File: config.mk
export PLATFORM = sky130hd
export DESIGN_NAME = ilid_cell
export DESIGN_NICKNAME = d
export VERILOG_FILES = /design/src/hdl/indexed_list_insert_delete_unit_macros.svh /design/src/hdl/ilid_pkg.sv /design/src/hdl/ilid_cell.sv
export SDC_FILE = /design/constraint.sdc
export NUM_CORES = 1
export LEC_CHECK = 0
export BUFFER_PORTS_ARGS = -buffer_cell sky130_fd_sc_hd__buf_2
export CORE_UTILIZATION = 48
export CTS_CLUSTER_SIZE = 28
export DETAILED_ROUTE_END_ITERATION = 8
export PLACE_DENSITY_LB_ADDON = 0.12
export SKIP_CTS_REPAIR_TIMING = 1
export SYNTH_ARGS = -nofsm -noshare
export SYNTH_HDL_FRONTEND = slang
export SYNTH_SLANG_ARGS = --single-unit
export TNS_END_PERCENT = 10
File: constraint.sdc
create_clock -name clk_i -period 1.8 [get_ports clk_i]
set_clock_uncertainty 0.2 [all_clocks]
set_input_delay 0.36 -clock clk_i [delete_from_list [all_inputs] [get_ports clk_i]]
set_output_delay 0.36 -clock clk_i [all_outputs]
set_load 0.005 [all_outputs]
File: src/hdl/indexed_list_insert_delete_unit_macros.svh
// Assertion macros shared by the indexed list unit.
`ifndef INDEXED_LIST_INSERT_DELETE_UNIT_MACROS_SVH
`define INDEXED_LIST_INSERT_DELETE_UNIT_MACROS_SVH

// Same-cycle implication, sampled on clk_i, off during reset.
`define ILID_ASSERT_NOW(lbl, ante, cons, msg) \
  lbl: assert property (@(posedge clk_i) disable iff (!rst_ni) (ante) |-> (cons)) \
    else $error(msg);

// Next-cycle implication, sampled on clk_i, off during reset.
`define ILID_ASSERT_NEXT(lbl, ante, cons, msg) \
  lbl: assert property (@(posedge clk_i) disable iff (!rst_ni) (ante) |=> (cons)) \
    else $error(msg);

`endif

File: src/hdl/ilid_pkg.sv
package ilid_pkg;

  localparam int unsigned DataW       = 32;
  localparam int unsigned OpW         = 3;
  localparam int unsigned PosW        = 7;
  localparam int unsigned StW         = 2;
  localparam int unsigned CntW        = 7;
  // Cell index width, enough for the largest supported capacity (1024)
  localparam int unsigned PosMaxW     = 10;
  localparam int unsigned CapacityDef = 64;

  typedef enum logic [OpW-1:0] {
    OpRead = 3'd0,
    OpHead = 3'd1,
    OpTail = 3'd2,
    OpAt   = 3'd3,
    OpDel  = 3'd4
  } op_e;

  typedef enum logic [StW-1:0] {
    StOk    = 2'd0,
    StRange = 2'd1,
    StFull  = 2'd2
  } status_e;

  // Broadcast from control to every cell
  typedef struct packed {
    logic               load;  // an item transfers this cycle
    logic               ins;   // insert that succeeds
    logic               del;   // delete that succeeds
    logic               rd;    // read that succeeds
    logic [PosMaxW-1:0] pos;   // target cell
  } cell_ctl_t;

endpackage

File: src/hdl/ilid_cell.sv
module ilid_cell #(
  parameter int unsigned Idx = 0
) (
  input  logic                           clk_i,
  input  logic                           rst_ni,
  input  ilid_pkg::cell_ctl_t            ctl_i,
  input  logic [ilid_pkg::DataW-1:0]     data_i,
  input  logic [ilid_pkg::DataW-1:0]     left_i,
  input  logic [ilid_pkg::DataW-1:0]     right_i,
  output logic [ilid_pkg::DataW-1:0]     value_o,
  output logic [ilid_pkg::DataW-1:0]     tap_o
);
  import ilid_pkg::*;

  localparam logic [PosMaxW-1:0] MyIdx = PosMaxW'(Idx);

  logic [DataW-1:0] value_q, value_d;
  logic             value_en;
  logic [DataW-1:0] tap_q, tap_d;
  logic             tap_valid_q;

  // Shift/load selection for this entry
  always_comb begin
    value_d  = value_q;
    value_en = 1'b0;
    if (ctl_i.load && ctl_i.ins) begin
      if (MyIdx > ctl_i.pos) begin
        value_d  = left_i;
        value_en = 1'b1;
      end else if (MyIdx == ctl_i.pos) begin
        value_d  = data_i;
        value_en = 1'b1;
      end
    end else if (ctl_i.load && ctl_i.del && (MyIdx >= ctl_i.pos)) begin
      value_d  = right_i;
      value_en = 1'b1;
    end
  end

  // Entry storage, no reset
  always_ff @(posedge clk_i) begin
    if (value_en) begin
      value_q <= value_d;
    end
  end

  // Read tap: own value when addressed, else zero
  assign tap_d = (ctl_i.rd && (MyIdx == ctl_i.pos)) ? value_q : '0;

  always_ff @(posedge clk_i) begin
    if (ctl_i.load) begin
      tap_q <= tap_d;
    end
  end

  // Tap only counts once it has been loaded
  always_ff @(posedge clk_i or negedge rst_ni) begin
    if (!rst_ni) begin
      tap_valid_q <= 1'b0;
    end else if (ctl_i.load) begin
      tap_valid_q <= 1'b1;
    end
  end

  assign value_o = value_q;
  assign tap_o   = tap_valid_q ? tap_q : '0;

endmodule

Word-level counts from Yosys, hierarchy flattened
Index checks and enable logic that the tools add are counted.
{"block": "classes", "n_mux": 9, "n_reduce_logical": 7, "n_eq_ne": 1, "order_cmp": 2}
{"cell": "32-bit two-way mux", "count": 5}
{"cell": "1-bit by 10-bit >= comparator with 1-bit output (first input constant)", "count": 1}
{"cell": "1-bit by 10-bit greater-than comparator with 1-bit output (first input constant)", "count": 1}
{"cell": "10-bit zero test", "count": 1}
{"cell": "1-bit logical AND", "count": 4}
{"cell": "1-bit two-way mux", "count": 4}
{"cell": "3-bit by 1-bit inequality test with 1-bit output (second input constant)", "count": 1}
{"cell": "3-bit AND reduction", "count": 1}
{"cell": "2-bit nonzero test", "count": 1}
{"block": "totals", "wordCells": 22, "in_bits": 112, "out_inout_bits": 64, "ff_bits": 65}

Logic depth before layout (Yosys ltp)
Gate-level depths: netlist of the first run.
{"block": "depth", "word_depth": 5, "depth_mapped": 4, "mapped_depth_nobuf": 2}

Worst setup path after synthesis of the first run
No wires, ideal clock.
{"block": "synth_path", "path_type": "input to register", "start": "input ctl_i[3] in the netlist's numbering", "end": "register value_q[0] (netlist: value_o[0]), enable pin", "cell_stages": 4, "slack_ns": -1.881, "n_path_buf": 2, "setup_ns": 0.441, "t_required_ns": 1.159, "arrival_ns": 3.041, "cell_sequence": "or4_4 buf_6 buf_12 nor4_2"}
{"block": "synth_via", "elab_chain_len": 5, "elab_cells_between_ends": 11, "cone_classes": "order compare: 2; eq/ne: 1; mux: 4; reduce/logical: 4"}
{"item": "from (decl)", "line_no": "ilid_cell.sv:6", "text": "input ilid_pkg::cell_ctl_t ctl_i,"}
{"item": "1-bit by 10-bit >= comparator with 1-bit output or 10-bit zero test (tied branches)", "line_no": "ilid_cell.sv:34, ilid_cell.sv:30"}
{"item": "1-bit logical AND or 1-bit two-way mux (tied branches)", "line_no": "ilid_cell.sv:34, ilid_cell.sv:30"}
{"item": "1-bit two-way mux (on tied branches)", "line_no": "ilid_cell.sv:34, ilid_cell.sv:27"}
{"item": "1-bit two-way mux", "line_no": "ilid_cell.sv:26", "text": "if (ctl_i.load && ctl_i.ins) begin"}
{"item": "3-bit AND reduction (no source line) (*)"}
{"item": "to (signal assigned)", "line_no": "ilid_cell.sv:43", "text": "value_q <= value_d;"}
{"item": "to (decl)", "line_no": "ilid_cell.sv:17", "text": "logic [DataW-1:0] value_q, value_d;"}
Every way passes the cells marked *; elsewhere a longest branch is shown, timed or not.
A chain may end at the register's enable or synchronous reset.

Worst setup path after layout of the first run
{"block": "layout_path", "start": "register tap_valid_q", "end": "output tap_o[22] in the netlist's numbering"}
{"block": "layout_via", "elab_chain_len": 1}
{"item": "from (decl)", "line_no": "ilid_cell.sv:20", "text": "logic tap_valid_q;"}
{"item": "from (signal assigned)", "line_no": "ilid_cell.sv:59", "text": "tap_valid_q <= 1'b0;"}
{"item": "from (signal assigned)", "line_no": "ilid_cell.sv:61", "text": "tap_valid_q <= 1'b1;"}
{"item": "32-bit two-way mux", "line_no": "ilid_cell.sv:66", "text": "assign tap_o = tap_valid_q ? tap_q : '0;"}
{"item": "to (decl)", "line_no": "ilid_cell.sv:11", "text": "output logic [ilid_pkg::DataW-1:0] tap_o"}
Every way passes these cells.

==> results of run 1 <==
## cells by family (layout without fill, tap and decap cells)
| family | count (synthesis) | count (layout) | synth area share [%] |
|---|---|---|---|
| compound gates | 1 | 1 | 0.155 |
| buf+inv | 21 | 174 | 4.93 |
| flops | 65 | 65 | 60.5 |
| mux | 32 | 32 | 11.2 |
| simple gates | 102 | 102 | 23.3 |
## routing by layer
layer / share of wire, % / GRT usage, % / vias to the layer above
li1: - / - / 1112
met4: 0.34 / 5.96 / 0
met5: 0 / 0 / -
met1: 40 / 24.2 / 1094
met2: 54 / 36.4 / 85
met3: 5.3 / 6.03 / 2
## through the flow
| step | hold slack [ps] | cells | utilization (%) |
|---|---|---|---|
| 3_5_place_dp | -64.2 | 432 | 62.1 |
| 4_1_cts | -419 | 447 | 64.8 |
| 5_1_grt | 105 | 451 | 65.7 |
| 3_3_place_gp | -65.0 | 432 | 62.1 |
| 6_report | 128 | 451 | 65.7 |
| 2_1_floorplan | -136 | 221 | - |
## cell type report
cell class | count | share of cell area [%]
clock buffers | 10 | 3.02
clock inverters | 5 | 1.13
multi-input cells | 135 | 26.8
flip-flops and latches | 65 | 46.2
well taps | 77 | 2.28
repair buffers | 159 | 20.6
## registers in the layout (all words and copies together), names as in the netlist
register,cells
value_o,32
tap_valid_q,1
tap_q,32
## cells in the final DEF (no fill, tap or decap)
master and count:
sky130_fd_sc_hd__buf_2 143, sky130_fd_sc_hd__edfxtp_1 64, sky130_fd_sc_hd__nand2_1 33, sky130_fd_sc_hd__mux2_2 32
sky130_fd_sc_hd__and2_1 31, sky130_fd_sc_hd__nor4_2 29, sky130_fd_sc_hd__buf_4 12, sky130_fd_sc_hd__clkbuf_8 9
sky130_fd_sc_hd__nor4_1 3, sky130_fd_sc_hd__or2_2 2, sky130_fd_sc_hd__or4_4 2, sky130_fd_sc_hd__clkinv_1 2
sky130_fd_sc_hd__clkinv_2 2, sky130_fd_sc_hd__buf_12 2, sky130_fd_sc_hd__and2_4 1, sky130_fd_sc_hd__o21ai_0 1
sky130_fd_sc_hd__nor4_4 1, sky130_fd_sc_hd__bufinv_16 1, sky130_fd_sc_hd__clkbuf_1 1, sky130_fd_sc_hd__dlygate4sd3_1 1
sky130_fd_sc_hd__buf_6 1, sky130_fd_sc_hd__dfrtp_4 1
## worst max-delay path, cell delays in order (launching register included)
cell                      delay [ps]
sky130_fd_sc_hd__dfrtp_4         500
sky130_fd_sc_hd__buf_12          160
sky130_fd_sc_hd__and2_1          150
sky130_fd_sc_hd__buf_2           130
## power groups by stage
stage / sequential, uW / combinational (uW) / clock, uW
floorplan: 1720 / 155 / 0
global placement: 1720 / 286 / 0
detailed placement: 1720 / 293 / 0
CTS: 1690 / 295 / 1150
global route: 1690 / 322 / 1230
finish: 1690 / 293 / 1130
## worst max path at each step
stage | cells past startpoint | slack, ps | end
final | 3 | -30 | tap_o[22]
after global routing | 3 | -80 | tap_o[22]
after CTS | 2 | -360 | tap_o[22]
after detailed placement | 4 | -290 | value_o[20]
after global placement | 4 | -270 | value_o[20]
after floorplan | 4 | -1130 | value_o[0]
==> results.txt, run 1 <==
----------------------------------------------------
[Clocking]
  Clock sink count ... 65
  CTS Buf Count ... 9
  TritonCTS clock tree ... built
  Clock latency on the worst-skew pair ... 330 ps
  Clock transition time at the flip-flop clock pins of the worst setup and hold paths ... roughly 70 ps
  Clock root buffer ... sky130_fd_sc_hd__clkbuf_8
  H-tree levels ... 3
  Max Root-Sink Buffers ... 2

[Setup path]
  R2r startpoint ... tap_valid_q
  Count of cells along the worst register-to-register path ... 2
  Worst Setup Path Type ... reg -> out
  Register-to-register path setup slack ... 530 ps
  Sort of element at the end of the critical path ... output port
  Critical path arrival ... around 1300 ps
  Beginning of the critical path ... tap_valid_q
  Data required time at the worst endpoint ... around 1200 ps
  Worst setup SP type ... flop
  Largest fanout on the critical path ... 15
  Worst R2R End ... tap_valid_q

[Job]
  Max-cap violations ... 0

[Cells and area]
  Number of antenna diodes ... 0
  Area added between synthesis and finish ... 31.0%
  NumNets Final ... just under 500
  Layout cells sized above 1 ... 63.6%
  Summed area of non-filler cells in the final layout ... 0.00422 sq mm
  Area taken by flip-flops and latches ... 0.00195 sq mm
  Fillers ... 506
  Area taken by multi-input logic gates ... roughly 0.0011 sq mm

[Power]
  Sequential group share of total power ... 54.3%
  Share of total power in the clock network ... 36.3%
  Logic gate share of total power ... under 10%
  Overall Power ... 3110 uW
  Net switching share of the total power ... roughly a fifth
  IR drop worst, VDD ... 0.525 mV
  Internal power component ... about 2500 uW
  Power density relative to cell area ... around 740 mW/mm^2
  Reported net switching power ... approximately 650 uW
  Leak Pwr ... about 0.0017 uW

[STA]
  Final-report hold violation count ... 0
  Crit share post-route ... 102%
  Finish-stage setup viols ... 29
  Worst-Margin Slew ... between 500 and 600 ps
  Post-layout min period ... 1830 ps
  Sum Neg Setup Slack ... -219 ps
  Worst rel slew slack ... between 60 and 70%
  RSZ-0062 raised after global routing ... true
  Final Max Slew Viols ... 0
  PnR worst setup slack ... -30.3 ps
  Max frequency ... about 550 MHz

[Drt]
  Routed length per instance ... 15.5 um
  Wire length reported by the detailed router ... 6.98 mm
  Drt drc ... 11
  Vias ... 2293
  First-iteration detailed-routing DRC count ... 112
  Post-DR vias/cell ... 5.08
  Remaining antenna violation count ... 0
  First-pass iteration count of the detailed router ... 6

[Logic synthesis]
  Largest area contributor in the synthesized netlist ... sky130_fd_sc_hd__edfxtp_1
  Mean area per synthesized cell ... about 15 sq um
  Post-synth EDFFs ... 64
  Post-synthesis async set-or-reset flop share ... 1.54%
  Mapped Area ... 0.00322 sq mm
  Most common flop cell mapped by yosys ... sky130_fd_sc_hd__edfxtp_1
  Area fraction of the dominant cell type after synthesis ... 59.7%
  Cells after Synth ... 221
  Cells taking the most area after synthesis ... sky130_fd_sc_hd__edfxtp_1 (60%), sky130_fd_sc_hd__nor4_2 (12%), sky130_fd_sc_hd__mux2_2 (11%)
  Most instantiated cells after synthesis ... sky130_fd_sc_hd__edfxtp_1 (64), sky130_fd_sc_hd__nand2_1 (33), sky130_fd_sc_hd__and2_1 (32), sky130_fd_sc_hd__mux2_2 (32), sky130_fd_sc_hd__nor4_2 (30)
  Most numerous cell in the Yosys netlist ... sky130_fd_sc_hd__edfxtp_1
  Share of synthesized area occupied by flip-flops and latches ... 60.5%
  Cell variety after synth ... 16
  Synthesized netlist net count ... 333
  Number of warning messages in the yosys log ... 0
  Number of synthesized register bits ... 65

[Die]
  Height of the die ... 83.9 um
  Starting utilization of the core area ... around half
  Horizontal die dimension ... 83.9 um
  Number of placement rows ... 29
  Top-level I/O count ... 176
  Die outline area ... 0.00704 sq mm
  Core area ... 0.00642 sq mm

[Global routing]
  First-pass GRT wire length ... between 10 and 15 mm
  All-layer global routing usage ... 20.6%
  Via count of the first global-routing pass ... 2257
  Maximum number of pins on one net before global-route repair ... 34
  Remaining global-route overflow ... 0
  Initial antenna violation count ... 0

[Placed design]
  DP HPWL ... 5.00 mm
  Cell Area, Placed ... roughly 0.0040 sq mm
  Pre-CTS worst setup slack ... -290 ps
  Routability-driven placement congestion ratio ... 0.802
  Port Buffer Count ... 143

[Status]
  Result of the run ... finished with violations
  Violations in the final reports ... design-rule violations, negative setup slack

[Min path]
  Source of the worst hold timing path ... data_i[25]
  Worst-case hold path end point ... value_o[25]
  Worst min-delay path category ... in -> reg
  Worst hold stages ... 2

----------------------------------------------------
Power figures use the tool's default switching activity.
==> run 2: changes to the inputs <==
- ABC_AREA: default -> 1
- CORE_UTILIZATION: 48 -> 49
- CTS_BUF_LIST: default -> sky130_fd_sc_hd__clkbuf_4
==> results.txt, run 2 <==
----------------------------------------------------
[Status]
  Result of the run ... complete, no violations

[Setup path]
  Slowest cell on crit path ... sky130_fd_sc_hd__dfrtp_1
  Beginning of the critical path ... tap_valid_q
  Register-to-register path setup slack ... 630 ps (+100 ps)
  Largest fanout on the critical path ... 17 (+2)
  Worst setup SP type ... flop
  Worst-path cell chain ... buf_6 -> nand2_1 -> inv_1 -> buf_2
  Data required time at the worst endpoint ... 1240 ps (about the same)
  R2r startpoint ... tap_valid_q
  Worst Setup Path Type ... reg -> out
  CP max stage delay ... 390 ps (-110 ps)
  Sort of element at the end of the critical path ... output port
  Critical path arrival ... 1210 ps (-60 ps)

[Cells and area]
  Most frequent cells in the layout ... sky130_fd_sc_hd__buf_2 (143), sky130_fd_sc_hd__inv_1 (64), sky130_fd_sc_hd__edfxtp_1 (64)
  Area taken by flip-flops and latches ... 0.00195 sq mm (-0.19%)
  Number of antenna diodes ... 0 (unchanged)
  Most common library cell in the layout ignoring fill and taps ... sky130_fd_sc_hd__buf_2
  Fillers ... 478 (-5.5%)
  NumNets Final ... 515 (+6.8%)
  Summed area of non-filler cells in the final layout ... 0.00405 sq mm (-3.9%)
  Layout cells sized above 1 ... 57.1% (-6.5 points)
  Area taken by multi-input logic gates ... 776 sq um (-31%)
  Area added between synthesis and finish ... 34.3%

[Clocking]
  Max Root-Sink Buffers ... 2 (unchanged)
  Clock root buffer ... sky130_fd_sc_hd__clkbuf_4
  Clock sink count ... 65 (unchanged)
  Clock transition time at the flip-flop clock pins of the worst setup and hold paths ... 110 ps (+40 ps)
  TritonCTS clock tree ... built
  CTS Buf Count ... 9 (unchanged)
  H-tree levels ... 3 (unchanged)
  Clock latency on the worst-skew pair ... 390 ps (+60 ps)

[Logic synthesis]
  Share of synthesized area occupied by flip-flops and latches ... 64.5% (+4.0 points)
  Synth Area in Compound Gates ... 0.166% (+0.010 points)
  Most common flop cell mapped by yosys ... sky130_fd_sc_hd__edfxtp_1
  Cells taking the most area after synthesis ... sky130_fd_sc_hd__edfxtp_1 (64%), sky130_fd_sc_hd__mux2_2 (12%), sky130_fd_sc_hd__inv_1 (8.0%)
  Largest area contributor in the synthesized netlist ... sky130_fd_sc_hd__edfxtp_1
  Most instantiated cells after synthesis ... sky130_fd_sc_hd__edfxtp_1 (64), sky130_fd_sc_hd__inv_1 (64), sky130_fd_sc_hd__nand2_1 (35), sky130_fd_sc_hd__mux2_2 (32), sky130_fd_sc_hd__nor2_2 (28)
  Synthesized netlist net count ... 361 (+8.4%)
  Mapped Area ... 0.00302 sq mm (-6.3%)
  Fraction of synthesized cell area in xor and xnor cells ... 0% (unchanged)
  Cell variety after synth ... 16 (unchanged)
  Area fraction of the dominant cell type after synthesis ... 63.7% (+4.0 points)
  Number of synthesized register bits ... 65 (unchanged)
  Mux share of post-synthesis cell area ... 11.9% (+0.75 points)
  Number of warning messages in the yosys log ... 0 (unchanged)
  Post-synthesis share of cell area spent on and, or, nand and nor gates ... 13.3% (-9.9 points)
  Main combinational cell family by area after synthesis ... simple AND/OR/NAND/NOR gates
  Cells after Synth ... 249 (+13%)
  Post-synth EDFFs ... 64 (unchanged)
  Mean area per synthesized cell ... 12.1 sq um (-17%)
  Post-synthesis async set-or-reset flop share ... 1.54% (unchanged)
  Fraction of the mapped netlist area in adder cells ... 0% (unchanged)

[Drt]
  Met3 layer wire length in the routed design ... 422 um (+13%)
  Wire length reported by the detailed router ... 5.51 mm (-21%)
  Vias ... 2143 (-6.5%)
  Uppermost layer routed ... met4
  Drt drc ... 0 (-11)
  First-iteration detailed-routing DRC count ... 68 (-39%)
  Routed length per instance ... 11.4 um (-26%)
  M1 wire length ... 2.07 mm (-27%)
  Amount of wire on met2 after detailed routing ... 2.91 mm (-23%)
  Post-DR vias/cell ... 4.44 (-13%)
  First-pass iteration count of the detailed router ... 4 (-2)
  Remaining antenna violation count ... 0 (unchanged)

[STA]
  Worst-Margin Slew ... 416 ps (-93.3 ps)
  Sum Neg Setup Slack ... 0 ps (+219 ps)
  Crit share post-route ... 98.2% (-3.5 points)
  Worst rel slew slack ... 72.3% (+6.2 points)
  Final-report hold violation count ... 0 (unchanged)
  Final Max Slew Viols ... 0 (unchanged)
  RSZ-0062 raised after global routing ... true
  Finish-stage setup viols ... 0 (-100%)
  Post-Route Hold Slack ... 59.3 ps (-68.6 ps)
  Post-layout min period ... 1770 ps (-62.2 ps)
  Max frequency ... 566 MHz (+3.5%)

[Die]
  Number of placement rows ... 28 (-3.4%)
  Horizontal die dimension ... 80.5 um (-4.1%)
  Top-level I/O count ... 176 (unchanged)
  Starting utilization of the core area ... 51.0% (+0.85 points)
  Die outline area ... 0.00648 sq mm (-8.0%)
  Core area ... 0.00592 sq mm (-7.8%)
  Height of the die ... 80.5 um (-4.1%)

[Global routing]
  All-layer global routing usage ... 18.2% (-2.4 points)
  Via count of the first global-routing pass ... 1961 (-13%)
  Remaining global-route overflow ... 0 (unchanged)
  First-pass GRT wire length ... 8.48 mm (-22%)
  Initial antenna violation count ... 0 (unchanged)
  Maximum number of pins on one net before global-route repair ... 34 (unchanged)

[Power]
  Overall Power ... 2860 uW (-8.1%)
  Leak Pwr ... 0.00209 uW (+22%)
  Power density relative to cell area ... 705 mW/mm^2 (-4.4%)
  IR drop worst, VDD ... 0.464 mV (-12%)

[Placed design]
  Port Buffer Count ... 143 (unchanged)
  Routability-driven placement congestion ratio ... 0.678 (-15%)
  DP HPWL ... 4.12 mm (-18%)
  Cell Area, Placed ... 0.00390 sq mm (-2.2%)

[Job]
  Max-cap violations ... 0 (unchanged)

[Min path]
  Source of the worst hold timing path ... right_i[17]
  Worst min-delay path category ... in -> reg

----------------------------------------------------
[run 2: layout make-up]
class,instances,area share (%)
well taps,75,2.31
clock inverters,4,1.08
repair buffers,153,21.3
inverters,64,5.93
multi-input cells,110,19.1
clock buffers,12,2.22
flip-flops and latches,65,48.0
[run 2: critical path: cells and delay by family, from the launching register on]
family	cells	cell delay (ps)
buffers and inverters	3	370
AND/OR/NAND/NOR	1	80
flip-flops	1	390
[run 2: final timing paths]
kind,cells past startpoint,endpoint
setup / recovery,4,tap_o[2]
hold / removal,2,value_o[17]
setup reg to reg,2,tap_valid_q
hold reg to reg,2,tap_q[5]
max in group asynchronous,2,tap_valid_q
min in group asynchronous,2,tap_valid_q
[run 2: report_power, final]
part           internal [uW]  switching [uW]  leakage [uW]
clock                    463             476     0.0000787
sequential              1680            4.72      0.000640
combinational            143            88.4       0.00137
total                   2290             570       0.00209
[run 2: kinds of logic (layout without fill, tap and decap cells)]
logic type | Yosys count | in the layout
simple gates | 77 | 77
buf+inv | 74 | 233
flops | 65 | 65
mux | 32 | 32
compound gates | 1 | 1
[run 2: metal layers]
metal  vias to the layer above  GRT usage (%)
li1                       1090              -
met5                         -              0
met3                        11           6.14
met4                         0           9.64
met1                       959           19.2
met2                        83           31.9
[run 2: through the flow]
stage                     worst slack (ps)  utilization (%)  std cells
after floorplan                       -142                -        249
after global placement                72.4             65.9        466
after detailed placement              57.1             65.9        466
after CTS                             7.04             68.2        482
after global routing                 -38.8             68.5        483
final                                 32.0             68.5        483
==> run 3: changes to the inputs <==
- REMOVE_ABC_BUFFERS: default -> 1
==> results.txt, run 3 (synthesis results as in run 2) <==
----------------------------------------------------
[STA]
  Crit share post-route ... 96.8% (-1.4 points)
  RSZ-0062 raised after global routing ... true
  Worst-Margin Slew ... 352 ps (-63.9 ps)
  Worst rel slew slack ... 76.3% (+4.0 points)
  Finish-stage setup viols ... 0 (unchanged)
  Final Max Slew Viols ... 0 (unchanged)
  Post-layout min period ... 1740 ps (-25.5 ps)
  Sum Neg Setup Slack ... 0 ps (unchanged)
  Max frequency ... 574 MHz (+1.5%)
  Final-report hold violation count ... 0 (unchanged)

[Die]
  Horizontal die dimension ... 80.5 um (unchanged)
  Number of placement rows ... 28 (unchanged)
  Die outline area ... 0.00648 sq mm (unchanged)
  Core area ... 0.00592 sq mm (unchanged)
  Starting utilization of the core area ... 51.0% (unchanged)
  Height of the die ... 80.5 um (unchanged)
  Top-level I/O count ... 176 (unchanged)

[Drt]
  Remaining antenna violation count ... 0 (unchanged)
  Vias ... 2185 (+2.0%)
  Routed length per instance ... 11.9 um (+4.7%)
  First-pass iteration count of the detailed router ... 4 (unchanged)
  First-iteration detailed-routing DRC count ... 57 (-16%)
  Wire length reported by the detailed router ... 5.80 mm (+5.4%)
  Drt drc ... 0 (unchanged)
  Post-DR vias/cell ... 4.50 (+1.3%)

[Clocking]
  Clock latency on the worst-skew pair ... 390 ps (about the same)
  H-tree levels ... 3 (unchanged)
  Clock sink count ... 65 (unchanged)
  CTS Buf Count ... 9 (unchanged)
  Clock root buffer ... sky130_fd_sc_hd__clkbuf_4
  Max Root-Sink Buffers ... 2 (unchanged)
  Clock transition time at the flip-flop clock pins of the worst setup and hold paths ... 100 ps (about the same)
  TritonCTS clock tree ... built

[Placed design]
  Port Buffer Count ... 143 (unchanged)
  DP HPWL ... 4.37 mm (+6.1%)
  Routability-driven placement congestion ratio ... 0.698 (+3.0%)
  Cell Area, Placed ... 0.00389 sq mm (-0.38%)

[Power]
  IR drop worst, VDD ... 0.524 mV (+13%)
  Leak Pwr ... 0.00209 uW (about the same)
  Power density relative to cell area ... 703 mW/mm^2 (-0.25%)

[Setup path]
  Largest fanout on the critical path ... 17 (unchanged)
  Data required time at the worst endpoint ... 1240 ps (about the same)
  Family with the most delay on the worst path ... flip-flops
  Sort of element at the end of the critical path ... output port
  Critical path arrival ... 1180 ps (-30 ps)
  Register-to-register path setup slack ... 630 ps (about the same)
  Worst-path cell chain ... buf_6 -> nand2_1 -> inv_1 -> buf_2
  Worst setup SP type ... flop
  CP max stage delay ... 390 ps (about the same)
  Slowest cell on crit path ... sky130_fd_sc_hd__dfrtp_1
  Critical path buffers and inverters ... 3 (unchanged)
  Worst Setup Path Type ... reg -> out

[Global routing]
  Initial antenna violation count ... 0 (unchanged)
  First-pass GRT wire length ... 9.20 mm (+8.5%)
  Maximum number of pins on one net before global-route repair ... 33 (-2.9%)
  All-layer global routing usage ... 19.9% (+1.6 points)
  Remaining global-route overflow ... 0 (unchanged)
  Via count of the first global-routing pass ... 2123 (+8.3%)

[Status]
  Result of the run ... complete, no violations

[Cells and area]
  Area added between synthesis and finish ... 33.6%
  Layout cells sized above 1 ... 56.9% (-0.17 points)
  Summed area of non-filler cells in the final layout ... 0.00403 sq mm (-0.49%)
  Most frequent cells in the layout ... sky130_fd_sc_hd__buf_2 (143), sky130_fd_sc_hd__inv_1 (64), sky130_fd_sc_hd__edfxtp_1 (64)
  NumNets Final ... 518 (+0.58%)
  Number of antenna diodes ... 0 (unchanged)
  Most common library cell in the layout ignoring fill and taps ... sky130_fd_sc_hd__buf_2

[Min path]
  Worst min-delay path category ... in -> reg

[Job]
  Max-cap violations ... 0 (unchanged)

----------------------------------------------------
==> run 3: changes by cell type in the layout (fill, tap and decap cells not counted), sizes merged <==
cell,previous run,this run
buf,152,155
clkbuf,12,11
clkinv,3,4
==> run 3: layer usage <==
layer | part of all wire, % | GRT usage [%] | vias to the layer above
met4 | 2.1 | 11.3 | 0
met1 | 36 | 20.2 | 989
met2 | 54 | 36.2 | 88
met3 | 7.3 | 5.57 | 12
met5 | 0 | 0 | -
li1 | - | - | 1096
==> run 3: where the power goes <==
part	total [uW]	internal [uW]	switching (uW)
clock network	915	440	475
logic	234	143	91.2
registers	1690	1680	4.83
==> run 3: cell type report <==
cell class | count | area [sq um]
well taps | 75 | 93.8
flip-flops and latches | 65 | 1950
inverters | 64 | 240
clock buffers | 11 | 82.6
clock inverters | 5 | 46.3
repair buffers | 156 | 848
multi-input cells | 110 | 776
fillers | 496 | 1890
==> run 3: final timing paths <==
| kind | start | endpoint | cells after the start |
|---|---|---|---|
| worst max-delay path | tap_valid_q | tap_o[18] | 4 |
| worst min-delay path | data_i[14] | value_o[14] | 2 |
| worst max register to register | tap_valid_q | tap_valid_q | 2 |
| worst min register to register | value_o[10] | tap_q[10] | 2 |
| max in group asynchronous | rst_ni | tap_valid_q | 2 |
| min in group asynchronous | rst_ni | tap_valid_q | 2 |
==> run 3: per-stage QoR <==
stage | setup WS (ps) | power, uW | hold WS, ps | instances | utilization (%)
floorplan | -995 | 1810 | -136 | 239 | -
global placement | 37.7 | 1950 | -65.2 | 469 | 65.7
detailed placement | 21.7 | 1960 | -63.9 | 469 | 65.7
CTS | 0.874 | 2870 | -495 | 485 | 67.8
global route | -41.7 | 2950 | 42.9 | 486 | 68.1
finish | 57.5 | 2840 | 67.3 | 486 | 68.1
